[config.mk]
export PLATFORM = sky130hd
export DESIGN_NAME = deck_status_frame_receiver_unit
export DESIGN_NICKNAME = d
export VERILOG_FILES = /design/src/rtl/dsfr_pkg.sv /design/src/rtl/dsfr_fifo.sv /design/src/rtl/dsfr_front.sv /design/src/rtl/dsfr_back.sv /design/src/rtl/deck_status_frame_receiver_unit.sv
export SDC_FILE = /design/constraint.sdc
export NUM_CORES = 1
export LEC_CHECK = 0
export ABC_AREA = 1
export BUFFER_PORTS_ARGS = -buffer_cell sky130_fd_sc_hd__buf_2
export CAP_MARGIN = 0
export CORE_MARGIN = 5
export CORE_UTILIZATION = 35
export DETAILED_ROUTE_END_ITERATION = 16
export HOLD_SLACK_MARGIN = 0.06
export PLACE_DENSITY = 0.53
export SYNTH_ARGS = -nofsm -noshare
export SYNTH_HDL_FRONTEND = slang
export SYNTH_SLANG_ARGS = --single-unit
[constraint.sdc]
create_clock -name clk_i -period 3.5 [get_ports clk_i]
set_input_delay 0.35 -clock clk_i [delete_from_list [all_inputs] [get_ports clk_i]]
set_output_delay 0.35 -clock clk_i [all_outputs]
set_load 0.01 [all_outputs]
[src/rtl/dsfr_pkg.sv]
// Shared types, constants and the flag decode for the deck status frame receiver.
// No dependencies; imported by the front, back and top modules of the block.
`timescale 1ns / 1ps
`default_nettype none

package dsfr_pkg;

  localparam logic [15:0] CmdStatus = 16'h7920;
  localparam logic [15:0] CmdAck    = 16'h1001;
  localparam logic [15:0] CmdNack   = 16'h1112;

  localparam int unsigned PosW      = 5;
  localparam logic [PosW-1:0] FrameLenOffset = 5'd2;
  localparam logic [PosW-1:0] MaxFramePos    = 5'd17;

  localparam logic [PosW-1:0] PosCmdHi  = 5'd0;
  localparam logic [PosW-1:0] PosCmdLo  = 5'd1;
  localparam logic [PosW-1:0] PosData2  = 5'd2;
  localparam logic [PosW-1:0] PosData3  = 5'd3;
  localparam logic [PosW-1:0] PosData4  = 5'd4;
  localparam logic [PosW-1:0] PosData10 = 5'd10;

  localparam int unsigned QueueDepth = 2;
  localparam int unsigned FlagsW     = 13;

  typedef enum logic [2:0] {
    EvStatus = 3'd0,
    EvAck    = 3'd1,
    EvNack   = 3'd2,
    EvOther  = 3'd3,
    EvBadSum = 3'd4
  } event_e;

  // one checked frame, as handed from front to back
  typedef struct packed {
    logic        bad_sum;
    logic [15:0] cmd;
    logic [7:0]  b2;
    logic [7:0]  b3;
    logic [7:0]  b4;
    logic [7:0]  b10;
    logic [7:0]  sum;
  } frame_t;

  typedef struct packed {
    event_e            event_res;
    logic [15:0]       command_word;
    logic [FlagsW-1:0] deck_flags;
    logic              flags_updated;
    logic [7:0]        nack_reason;
  } result_t;

  function automatic logic [FlagsW-1:0] decode_flags(frame_t f);
    logic [FlagsW-1:0] r;
    r[0]  = f.b3[0];
    r[1]  = f.b3[1];
    r[2]  = f.b3[2];
    r[3]  = f.b3[3];
    r[4]  = f.b3[5];
    r[5]  = f.b2[5];
    r[6]  = f.b2[0];
    r[7]  = f.b3[7];
    r[8]  = f.b4[4];
    r[9]  = f.b4[2];
    r[10] = f.b4[1];
    r[11] = f.b10[5];
    r[12] = f.b10[4];
    return r;
  endfunction

endpackage

`default_nettype wire

[src/rtl/dsfr_fifo.sv]
// Small first-word-fall-through register queue.
// Used between front and back and on the result side; depends on nothing.
`timescale 1ns / 1ps
`default_nettype none

module dsfr_fifo #(
  parameter int unsigned Width = 8,
  parameter int unsigned Depth = 2
) (
  input  wire logic             clk_i,
  input  wire logic             rst_ni,
  input  wire logic             push_i,
  input  wire logic [Width-1:0] data_i,
  output logic                  full_o,
  input  wire logic             pop_i,
  output logic [Width-1:0]      data_o,
  output logic                  empty_o
);

  localparam int unsigned PtrW = (Depth > 1) ? $clog2(Depth) : 1;
  localparam int unsigned CntW = $clog2(Depth + 1);
  localparam logic [PtrW-1:0] LastPtr = PtrW'(Depth - 1);
  localparam logic [CntW-1:0] FullCnt = CntW'(Depth);

  logic [Width-1:0] mem_q [Depth];
  logic [PtrW-1:0]  wptr_q, wptr_d, rptr_q, rptr_d;
  logic [CntW-1:0]  count_q, count_d;
  logic             do_push, do_pop;

  assign full_o  = (count_q == FullCnt);
  assign empty_o = (count_q == '0);
  assign do_push = push_i && !full_o;
  assign do_pop  = pop_i && !empty_o;
  assign data_o  = mem_q[rptr_q];

  always_comb begin
    wptr_d  = wptr_q;
    rptr_d  = rptr_q;
    count_d = count_q;
    if (do_push) begin
      wptr_d = (wptr_q == LastPtr) ? '0 : wptr_q + 1'b1;
    end
    if (do_pop) begin
      rptr_d = (rptr_q == LastPtr) ? '0 : rptr_q + 1'b1;
    end
    if (do_push && !do_pop) begin
      count_d = count_q + 1'b1;
    end else if (do_pop && !do_push) begin
      count_d = count_q - 1'b1;
    end
  end

  always_ff @(posedge clk_i or negedge rst_ni) begin
    if (!rst_ni) begin
      wptr_q  <= '0;
      rptr_q  <= '0;
      count_q <= '0;
    end else begin
      wptr_q  <= wptr_d;
      rptr_q  <= rptr_d;
      count_q <= count_d;
    end
  end

  always_ff @(posedge clk_i) begin
    if (do_push) begin
      mem_q[wptr_q] <= data_i;
    end
  end

`ifndef SYNTHESIS
  a_count_bound: assert property (@(posedge clk_i) disable iff (!rst_ni)
    count_q <= FullCnt) else $error("queue count beyond depth");
  a_push_only: assert property (@(posedge clk_i) disable iff (!rst_ni)
    (do_push && !do_pop) |=> count_q == $past(count_q) + 1'b1)
    else $error("queue count missed a request");
  a_empty_pop: assert property (@(posedge clk_i) disable iff (!rst_ni)
    (pop_i && empty_o && !push_i) |=> $stable(count_q))
    else $error("pop on empty queue moved count");
`endif

endmodule

`default_nettype wire

[src/rtl/dsfr_front.sv]
// Front part: tracks byte position, length and running sum, checks the checksum
// byte and emits one frame record per frame. Depends on dsfr_pkg.
`timescale 1ns / 1ps
`default_nettype none

module dsfr_front (
  input  wire logic      clk_i,
  input  wire logic      rst_ni,
  input  wire logic      accept_i,
  input  wire logic [7:0] rx_byte_i,
  input  wire logic      datagram_end_i,
  output logic           frame_valid_o,
  output dsfr_pkg::frame_t frame_o
);
  import dsfr_pkg::*;

  logic [PosW-1:0] pos_q, pos_d, len_q, len_d, len_cur;
  logic [7:0]      sum_q, sum_d, sum_base;
  logic            discard_q, discard_d;
  logic [7:0]      b0_q, b0_d, b1_q, b1_d, b2_q, b2_d;
  logic [7:0]      b3_q, b3_d, b4_q, b4_d, b10_q, b10_d;
  logic            bad;

  assign len_cur  = (pos_q == '0) ? PosW'({1'b0, rx_byte_i[3:0]}) + FrameLenOffset : len_q;
  assign sum_base = (pos_q == '0) ? 8'd0 : sum_q;
  assign bad      = (sum_q != rx_byte_i);

  assign frame_o.bad_sum = bad;
  assign frame_o.cmd     = {b0_q, b1_q};
  assign frame_o.b2      = b2_q;
  assign frame_o.b3      = b3_q;
  assign frame_o.b4      = b4_q;
  assign frame_o.b10     = b10_q;
  assign frame_o.sum     = sum_q;

  always_comb begin
    pos_d         = pos_q;
    len_d         = len_q;
    sum_d         = sum_q;
    discard_d     = discard_q;
    b0_d          = b0_q;
    b1_d          = b1_q;
    b2_d          = b2_q;
    b3_d          = b3_q;
    b4_d          = b4_q;
    b10_d         = b10_q;
    frame_valid_o = 1'b0;
    if (accept_i) begin
      if (discard_q) begin
        if (datagram_end_i) begin
          discard_d = 1'b0;
        end
      end else if (pos_q != len_cur) begin
        len_d = len_cur;
        sum_d = sum_base + rx_byte_i;
        pos_d = pos_q + 1'b1;
        unique case (pos_q)
          PosCmdHi:  b0_d  = rx_byte_i;
          PosCmdLo:  b1_d  = rx_byte_i;
          PosData2:  b2_d  = rx_byte_i;
          PosData3:  b3_d  = rx_byte_i;
          PosData4:  b4_d  = rx_byte_i;
          PosData10: b10_d = rx_byte_i;
          default: ;
        endcase
      end else begin
        frame_valid_o = 1'b1;
        pos_d         = '0;
        discard_d     = bad && !datagram_end_i;
      end
    end
  end

  always_ff @(posedge clk_i or negedge rst_ni) begin
    if (!rst_ni) begin
      pos_q     <= '0;
      len_q     <= '0;
      sum_q     <= '0;
      discard_q <= 1'b0;
    end else begin
      pos_q     <= pos_d;
      len_q     <= len_d;
      sum_q     <= sum_d;
      discard_q <= discard_d;
    end
  end

  always_ff @(posedge clk_i) begin
    b0_q  <= b0_d;
    b1_q  <= b1_d;
    b2_q  <= b2_d;
    b3_q  <= b3_d;
    b4_q  <= b4_d;
    b10_q <= b10_d;
  end

`ifndef SYNTHESIS
  a_discard_pos: assert property (@(posedge clk_i) disable iff (!rst_ni)
    discard_q |-> pos_q == '0) else $error("dropping mid-frame");
  a_pos_bound: assert property (@(posedge clk_i) disable iff (!rst_ni)
    pos_q <= MaxFramePos) else $error("position beyond longest frame");
  a_frame_at_len: assert property (@(posedge clk_i) disable iff (!rst_ni)
    frame_valid_o |-> (!discard_q && pos_q == len_q && pos_q != '0))
    else $error("frame emitted off the checksum byte");
`endif

endmodule

`default_nettype wire

[src/rtl/dsfr_back.sv]
// Back part: classes each checked frame and keeps the deck flags and the last
// status checksum. Depends on dsfr_pkg.
`timescale 1ns / 1ps
`default_nettype none

module dsfr_back (
  input  wire logic             clk_i,
  input  wire logic             rst_ni,
  input  wire logic             frame_valid_i,
  input  wire dsfr_pkg::frame_t frame_i,
  output logic                  frame_pop_o,
  input  wire logic             res_ready_i,
  output logic                  res_push_o,
  output dsfr_pkg::result_t     res_o
);
  import dsfr_pkg::*;

  logic [FlagsW-1:0] flags_q, flags_d;
  logic [7:0]        prev_sum_q, prev_sum_d;
  logic              upd;

  assign frame_pop_o = frame_valid_i && res_ready_i;
  assign res_push_o  = frame_pop_o;

  always_comb begin
    upd               = 1'b0;
    res_o.event_res   = EvOther;
    res_o.nack_reason = 8'd0;
    if (frame_i.bad_sum) begin
      res_o.event_res = EvBadSum;
    end else if (frame_i.cmd == CmdStatus) begin
      res_o.event_res = EvStatus;
      upd             = (frame_i.sum != prev_sum_q);
    end else if (frame_i.cmd == CmdAck) begin
      res_o.event_res = EvAck;
    end else if (frame_i.cmd == CmdNack) begin
      res_o.event_res   = EvNack;
      res_o.nack_reason = frame_i.b2;
    end
    flags_d    = upd ? decode_flags(frame_i) : flags_q;
    prev_sum_d = upd ? frame_i.sum : prev_sum_q;
    res_o.command_word  = frame_i.cmd;
    res_o.deck_flags    = flags_d;
    res_o.flags_updated = upd;
  end

  always_ff @(posedge clk_i or negedge rst_ni) begin
    if (!rst_ni) begin
      flags_q    <= '0;
      prev_sum_q <= '0;
    end else if (frame_pop_o) begin
      flags_q    <= flags_d;
      prev_sum_q <= prev_sum_d;
    end
  end

`ifndef SYNTHESIS
  a_upd_status: assert property (@(posedge clk_i) disable iff (!rst_ni)
    (res_push_o && res_o.flags_updated) |-> res_o.event_res == EvStatus)
    else $error("flag reload on non-status frame");
  a_upd_sum: assert property (@(posedge clk_i) disable iff (!rst_ni)
    (res_push_o && res_o.flags_updated) |=> prev_sum_q == $past(frame_i.sum))
    else $error("status checksum not kept");
  a_nack_zero: assert property (@(posedge clk_i) disable iff (!rst_ni)
    (res_push_o && res_o.event_res != EvNack) |-> res_o.nack_reason == 8'd0)
    else $error("nack reason on non-nack frame");
`endif

endmodule

`default_nettype wire

[src/rtl/deck_status_frame_receiver_unit.sv]
// Deck status frame receiver: one received byte per cycle while the frame queue has room.
// A result reaches the result ports once its checksum byte is accepted, through
// registers: front registers to the frame queue, back to the result queue.
// Bytes are taken while the frame queue has room; each queue holds two entries by default (QDepth).
// Reset (asynchronous, active low) clears position, sum, flags and queues at once.
`timescale 1ns / 1ps
`default_nettype none

module deck_status_frame_receiver_unit #(
  parameter int unsigned QDepth = dsfr_pkg::QueueDepth
) (
  input  wire logic        clk_i,
  input  wire logic        rst_ni,
  input  wire logic        push,
  output logic             full,
  input  wire logic [7:0]  rx_byte_i,
  input  wire logic        datagram_end_i,
  output logic             empty,
  input  wire logic        pop,
  output logic [2:0]       event_res_o,
  output logic [15:0]      command_word_o,
  output logic [12:0]      deck_flags_o,
  output logic             flags_updated_o,
  output logic [7:0]       nack_reason_o
);
  import dsfr_pkg::*;

  localparam int unsigned FrameW  = $bits(frame_t);
  localparam int unsigned ResultW = $bits(result_t);

  frame_t  front_frame, back_frame;
  result_t back_res, out_res;
  logic    front_valid, mid_full, mid_empty, mid_pop, out_full, res_push;
  logic [FrameW-1:0]  mid_data;
  logic [ResultW-1:0] out_data;

  assign full = mid_full;

  dsfr_front u_front (
    .clk_i,
    .rst_ni,
    .accept_i       (push && !mid_full),
    .rx_byte_i,
    .datagram_end_i,
    .frame_valid_o  (front_valid),
    .frame_o        (front_frame)
  );

  dsfr_fifo #(.Width(FrameW), .Depth(QDepth)) u_mid_q (
    .clk_i,
    .rst_ni,
    .push_i  (front_valid),
    .data_i  (front_frame),
    .full_o  (mid_full),
    .pop_i   (mid_pop),
    .data_o  (mid_data),
    .empty_o (mid_empty)
  );

  assign back_frame = frame_t'(mid_data);

  dsfr_back u_back (
    .clk_i,
    .rst_ni,
    .frame_valid_i (!mid_empty),
    .frame_i       (back_frame),
    .frame_pop_o   (mid_pop),
    .res_ready_i   (!out_full),
    .res_push_o    (res_push),
    .res_o         (back_res)
  );

  dsfr_fifo #(.Width(ResultW), .Depth(QDepth)) u_out_q (
    .clk_i,
    .rst_ni,
    .push_i  (res_push),
    .data_i  (back_res),
    .full_o  (out_full),
    .pop_i   (pop),
    .data_o  (out_data),
    .empty_o (empty)
  );

  assign out_res         = result_t'(out_data);
  assign event_res_o     = out_res.event_res;
  assign command_word_o  = out_res.command_word;
  assign deck_flags_o    = out_res.deck_flags;
  assign flags_updated_o = out_res.flags_updated;
  assign nack_reason_o   = out_res.nack_reason;

endmodule

`default_nettype wire
==> metrics.txt <==
run status finished clean; top metal layer carrying routed signals met4; number of resized instances in the post-cts repair step 0; fraction of registers with async set/reset 0.190; clock sink count between 200 and 300; worst hold path stage count 4; latest clock arrival within the worst-skew pair 0.54 ns; worst reg2reg path startpoint u_front.pos_q[0]; highest ir drop seen on vdd about 600 uV; Power Density just under 900 nW/um^2; DIE WIDTH between 150 and 200 um; Sequential Power Share 0.413; Core Area a little over 30000 um^2; launch point of the worst hold path datagram_end_i; Die Outline Area 34100 um^2; Final ANT Viol Nets 0; via count 6580; area growth from synthesis to layout 15.7%; crit path DAT between 3 and 4 ns; total global routing overflow 0; leakage power total between 5 and 6 nW; highest clock rate 345 MHz; buffer type at the clock tree root sky130_fd_sc_hd__clkbuf_16; number of hold violations in the final report 0; max cap viols 0; nature of the critical path endpoint flip-flop; starting density of the core 0.351; antenna cells 0; Area contributors post-synth sky130_fd_sc_hd__edfxtp_1, sky130_fd_sc_hd__nand2_1, sky130_fd_sc_hd__dfrtp_1; post-synth top area share 0.577; Total Nets Final ~1100; RSZ-0062 raised after global routing false; number of buffers added by the clock tree synthesis step 27; count of unresolved DRC violations after routing 0; end point of the most critical hold path u_front.discard_q; setup TNS 0 ns; total nets after synthesis between 900 and 1000; Final period util 0.827; relative contribution of the clock network to total power 0.266; via count of the first global-routing pass 6403; number of distinct library cell variants in the gate-level netlist after synthesis 39; H-tree Lvls 1; CP required 3.65 ns; flip-flop cell with the highest count after synthesis sky130_fd_sc_hd__edfxtp_1; total wirelength of the detailed-routed design between 20 and 25 mm; register bit total from synthesis 253; total net switching power 3.82 mW; Tmin final 2.90 ns; pin slew with the least headroom to its limit approximately 0.68 ns; CP max FO 12; part of the Yosys area used for sequential elements 0.690; mean post-synth cell area between 10 and 15 um^2; Cell Area, Synth 10700 um^2; buffer levels on the longest clock path 3; top cells by count, synth sky130_fd_sc_hd__nand2_1, sky130_fd_sc_hd__edfxtp_1, sky130_fd_sc_hd__inv_1; max-slew violation total from the final report 0; Setup violations, final 0; Starting DRT DRC Count between 300 and 400; worst clock skew 0.0245 ns; Worst Hold Class in2reg; clock transition at the registers of the reported paths about 0.060 ns; antenna violations before repair 0; Synth Instances ~970; share of total power in combinational logic 0.321; Yosys top cell by area sky130_fd_sc_hd__edfxtp_1; clock tree from TritonCTS yes; number of inserted filler cells in the final layout roughly 2900; worst max-slew margin expressed relative to the limit 0.543; met3 wirelength from detailed routing 875 um; total number of yosys warnings 0; Internal between 7 and 8 mW; placer's final routability congestion estimate roughly 0.82; Detail Placement HPWL 13.9 mm; slack of the worst reg-to-reg path 0.60 ns; startpoint kind of the worst setup timing path flip-flop; switching fraction of total power 0.350; count of standard-cell rows between 60 and 70; Met2 Routed Length about 10 mm; Chip Height ~180 um; cell with the most instances after synthesis sky130_fd_sc_hd__nand2_1; R2R cell count 14; overall fraction of global-route tracks in use 0.128; Crit Reg-Reg Endpoint u_front.b1_q[7]; via count normalized by instance count around 4.5; count of buffers inserted at the top-level ports 55; pin count of the biggest net entering global routing 53; global-route wire length before repair between 30 and 40 mm; average wire per cell in the routed design about 15 um; fraction of final layout cells with drive strength greater than 1 0.135; count of TritonRoute iterations in the first routing pass 5; Placed Cells incl. Taps 1398; Setup CP Type reg2reg; I/O pin cnt 56; number of enable flip-flop cells after synthesis 205; total routed wire length on the met1 layer about 10 mm; count of non-filler cells in the finished layout 1449
==> placed cells by master, fill, tap and decap left out, types with 6 or more instances in the layout <==
master	n
sky130_fd_sc_hd__nand4_1	29
sky130_fd_sc_hd__nand3_1	32
sky130_fd_sc_hd__clkbuf_16	27
sky130_fd_sc_hd__ha_1	14
sky130_fd_sc_hd__o21ai_1	6
sky130_fd_sc_hd__buf_4	12
sky130_fd_sc_hd__edfxtp_1	205
sky130_fd_sc_hd__o21ai_0	14
sky130_fd_sc_hd__clkbuf_8	6
sky130_fd_sc_hd__mux2i_1	6
sky130_fd_sc_hd__nand2_2	7
sky130_fd_sc_hd__nor2_1	46
sky130_fd_sc_hd__inv_2	7
sky130_fd_sc_hd__dfrtp_1	48
sky130_fd_sc_hd__a21oi_1	7
sky130_fd_sc_hd__inv_1	62
sky130_fd_sc_hd__xnor2_1	10
sky130_fd_sc_hd__buf_2	55
sky130_fd_sc_hd__nand2_1	396
sky130_fd_sc_hd__xor2_1	11
==> critical path, cell delays in order, from the launching register on <==
cell                      delay (ns)
sky130_fd_sc_hd__dfrtp_1        0.43
sky130_fd_sc_hd__inv_1          0.15
sky130_fd_sc_hd__ha_1           0.18
sky130_fd_sc_hd__inv_1          0.05
sky130_fd_sc_hd__nor2_2         0.17
sky130_fd_sc_hd__nand2_2        0.16
sky130_fd_sc_hd__nand2_1        0.11
sky130_fd_sc_hd__nand2_1        0.07
sky130_fd_sc_hd__nand2_1        0.06
sky130_fd_sc_hd__nand2_1        0.05
sky130_fd_sc_hd__nand2_1        0.07
sky130_fd_sc_hd__inv_2          0.05
sky130_fd_sc_hd__nand3_2        0.19
sky130_fd_sc_hd__nand2_2        0.22
sky130_fd_sc_hd__nor2_1         0.56
==> timing repair <==
item	CTS	global route
hold endpoints to repair	24	0
hold buffers	1	0
buffers inserted	0	0
==> how the worst max path moves through the flow <==
stage | slack (ns) | endpoint | from | cells past startpoint
2_1_floorplan | 0.41 | u_mid_q.mem_q[1][0] | u_front.pos_q[0] | 12
3_3_place_gp | 0.69 | u_front.b0_q[5] | u_front.pos_q[0] | 14
3_5_place_dp | 0.59 | u_front.b0_q[4] | u_front.pos_q[0] | 14
4_1_cts | 0.58 | u_front.b0_q[4] | u_front.pos_q[0] | 14
5_1_grt | 0.28 | u_front.b0_q[4] | u_front.pos_q[0] | 14
6_report | 0.60 | u_front.b1_q[7] | u_front.pos_q[0] | 14
==> through the flow <==
| step | worst slack, ns | hold slack (ns) | cell area (um^2) | util | power (mW) |
|---|---|---|---|---|---|
| CTS | 0.580 | 0.126 | 12300 | 0.407 | 11.1 |
| detailed placement | 0.592 | 0.426 | 11400 | 0.376 | 8.17 |
| finish | 0.605 | 0.146 | 12300 | 0.407 | 10.9 |
| floorplan | 0.405 | 0.0544 | 10700 | - | 6.97 |
| global placement | 0.689 | 0.420 | 11400 | 0.376 | 8.14 |
| global route | 0.285 | 0.136 | 12300 | 0.407 | 11.7 |
==> logic make-up (layout without fill, tap and decap cells) <==
family / count (synthesis) / in the layout / synth area share
and+or+nand+nor: 534 / 534 / 0.209
DFF: 253 / 253 / 0.690
buffers and inverters: 104 / 190 / 0.0425
AOI/OAI and AO/OA: 34 / 34 / 0.0171
xor gates and xnor gates: 21 / 21 / 0.0172
adders and majority gates: 15 / 15 / 0.0183
muxes: 6 / 6 / 0.00563
==> power by group through the flow <==
stage	clock network (mW)	logic, mW	registers (mW)
2_1_floorplan	0	2.48	4.49
3_3_place_gp	0	3.58	4.55
3_5_place_dp	0	3.60	4.57
4_1_cts	2.98	3.61	4.51
5_1_grt	3.13	4.01	4.58
6_report	2.90	3.51	4.50
==> flip-flops by register name (all words and copies together), names as in the netlist <==
| signal | count |
|---|---|
| u_mid_q.wptr_q | 1 |
| u_mid_q.count_q | 2 |
| u_mid_q.rptr_q | 1 |
| u_front.b1_q | 8 |
| u_front.b10_q | 2 |
| u_front.discard_q | 1 |
| u_out_q.count_q | 2 |
| u_out_q.wptr_q | 1 |
| u_front.b4_q | 3 |
| u_front.sum_q | 8 |
| u_front.pos_q | 5 |
| u_front.b0_q | 8 |
| u_front.b2_q | 8 |
| u_mid_q.mem_q | 88 |
| u_back.flags_q | 13 |
| u_front.b3_q | 6 |
| u_out_q.rptr_q | 1 |
| u_out_q.mem_q | 82 |
| u_back.prev_sum_q | 8 |
| u_front.len_q | 5 |
==> routing by layer <==
| metal | up-vias | global-route usage |
|---|---|---|
| li1 | 3336 | - |
| met1 | 3106 | 0.183 |
| met2 | 113 | 0.208 |
| met3 | 25 | 0.0193 |
| met4 | 0 | 0.0302 |
| met5 | - | 0 |
==> layout make-up <==
type	instances	area [um^2]	share of cell area
well taps	396	495	0.0401
multi-input cells	610	2880	0.233
inverters	70	263	0.0213
clock buffers	36	769	0.0623
flip-flops and latches	253	7360	0.596
clock inverters	14	165	0.0134
repair buffers	70	415	0.0337
No activity file was read; power rests on OpenSTA's default activity.
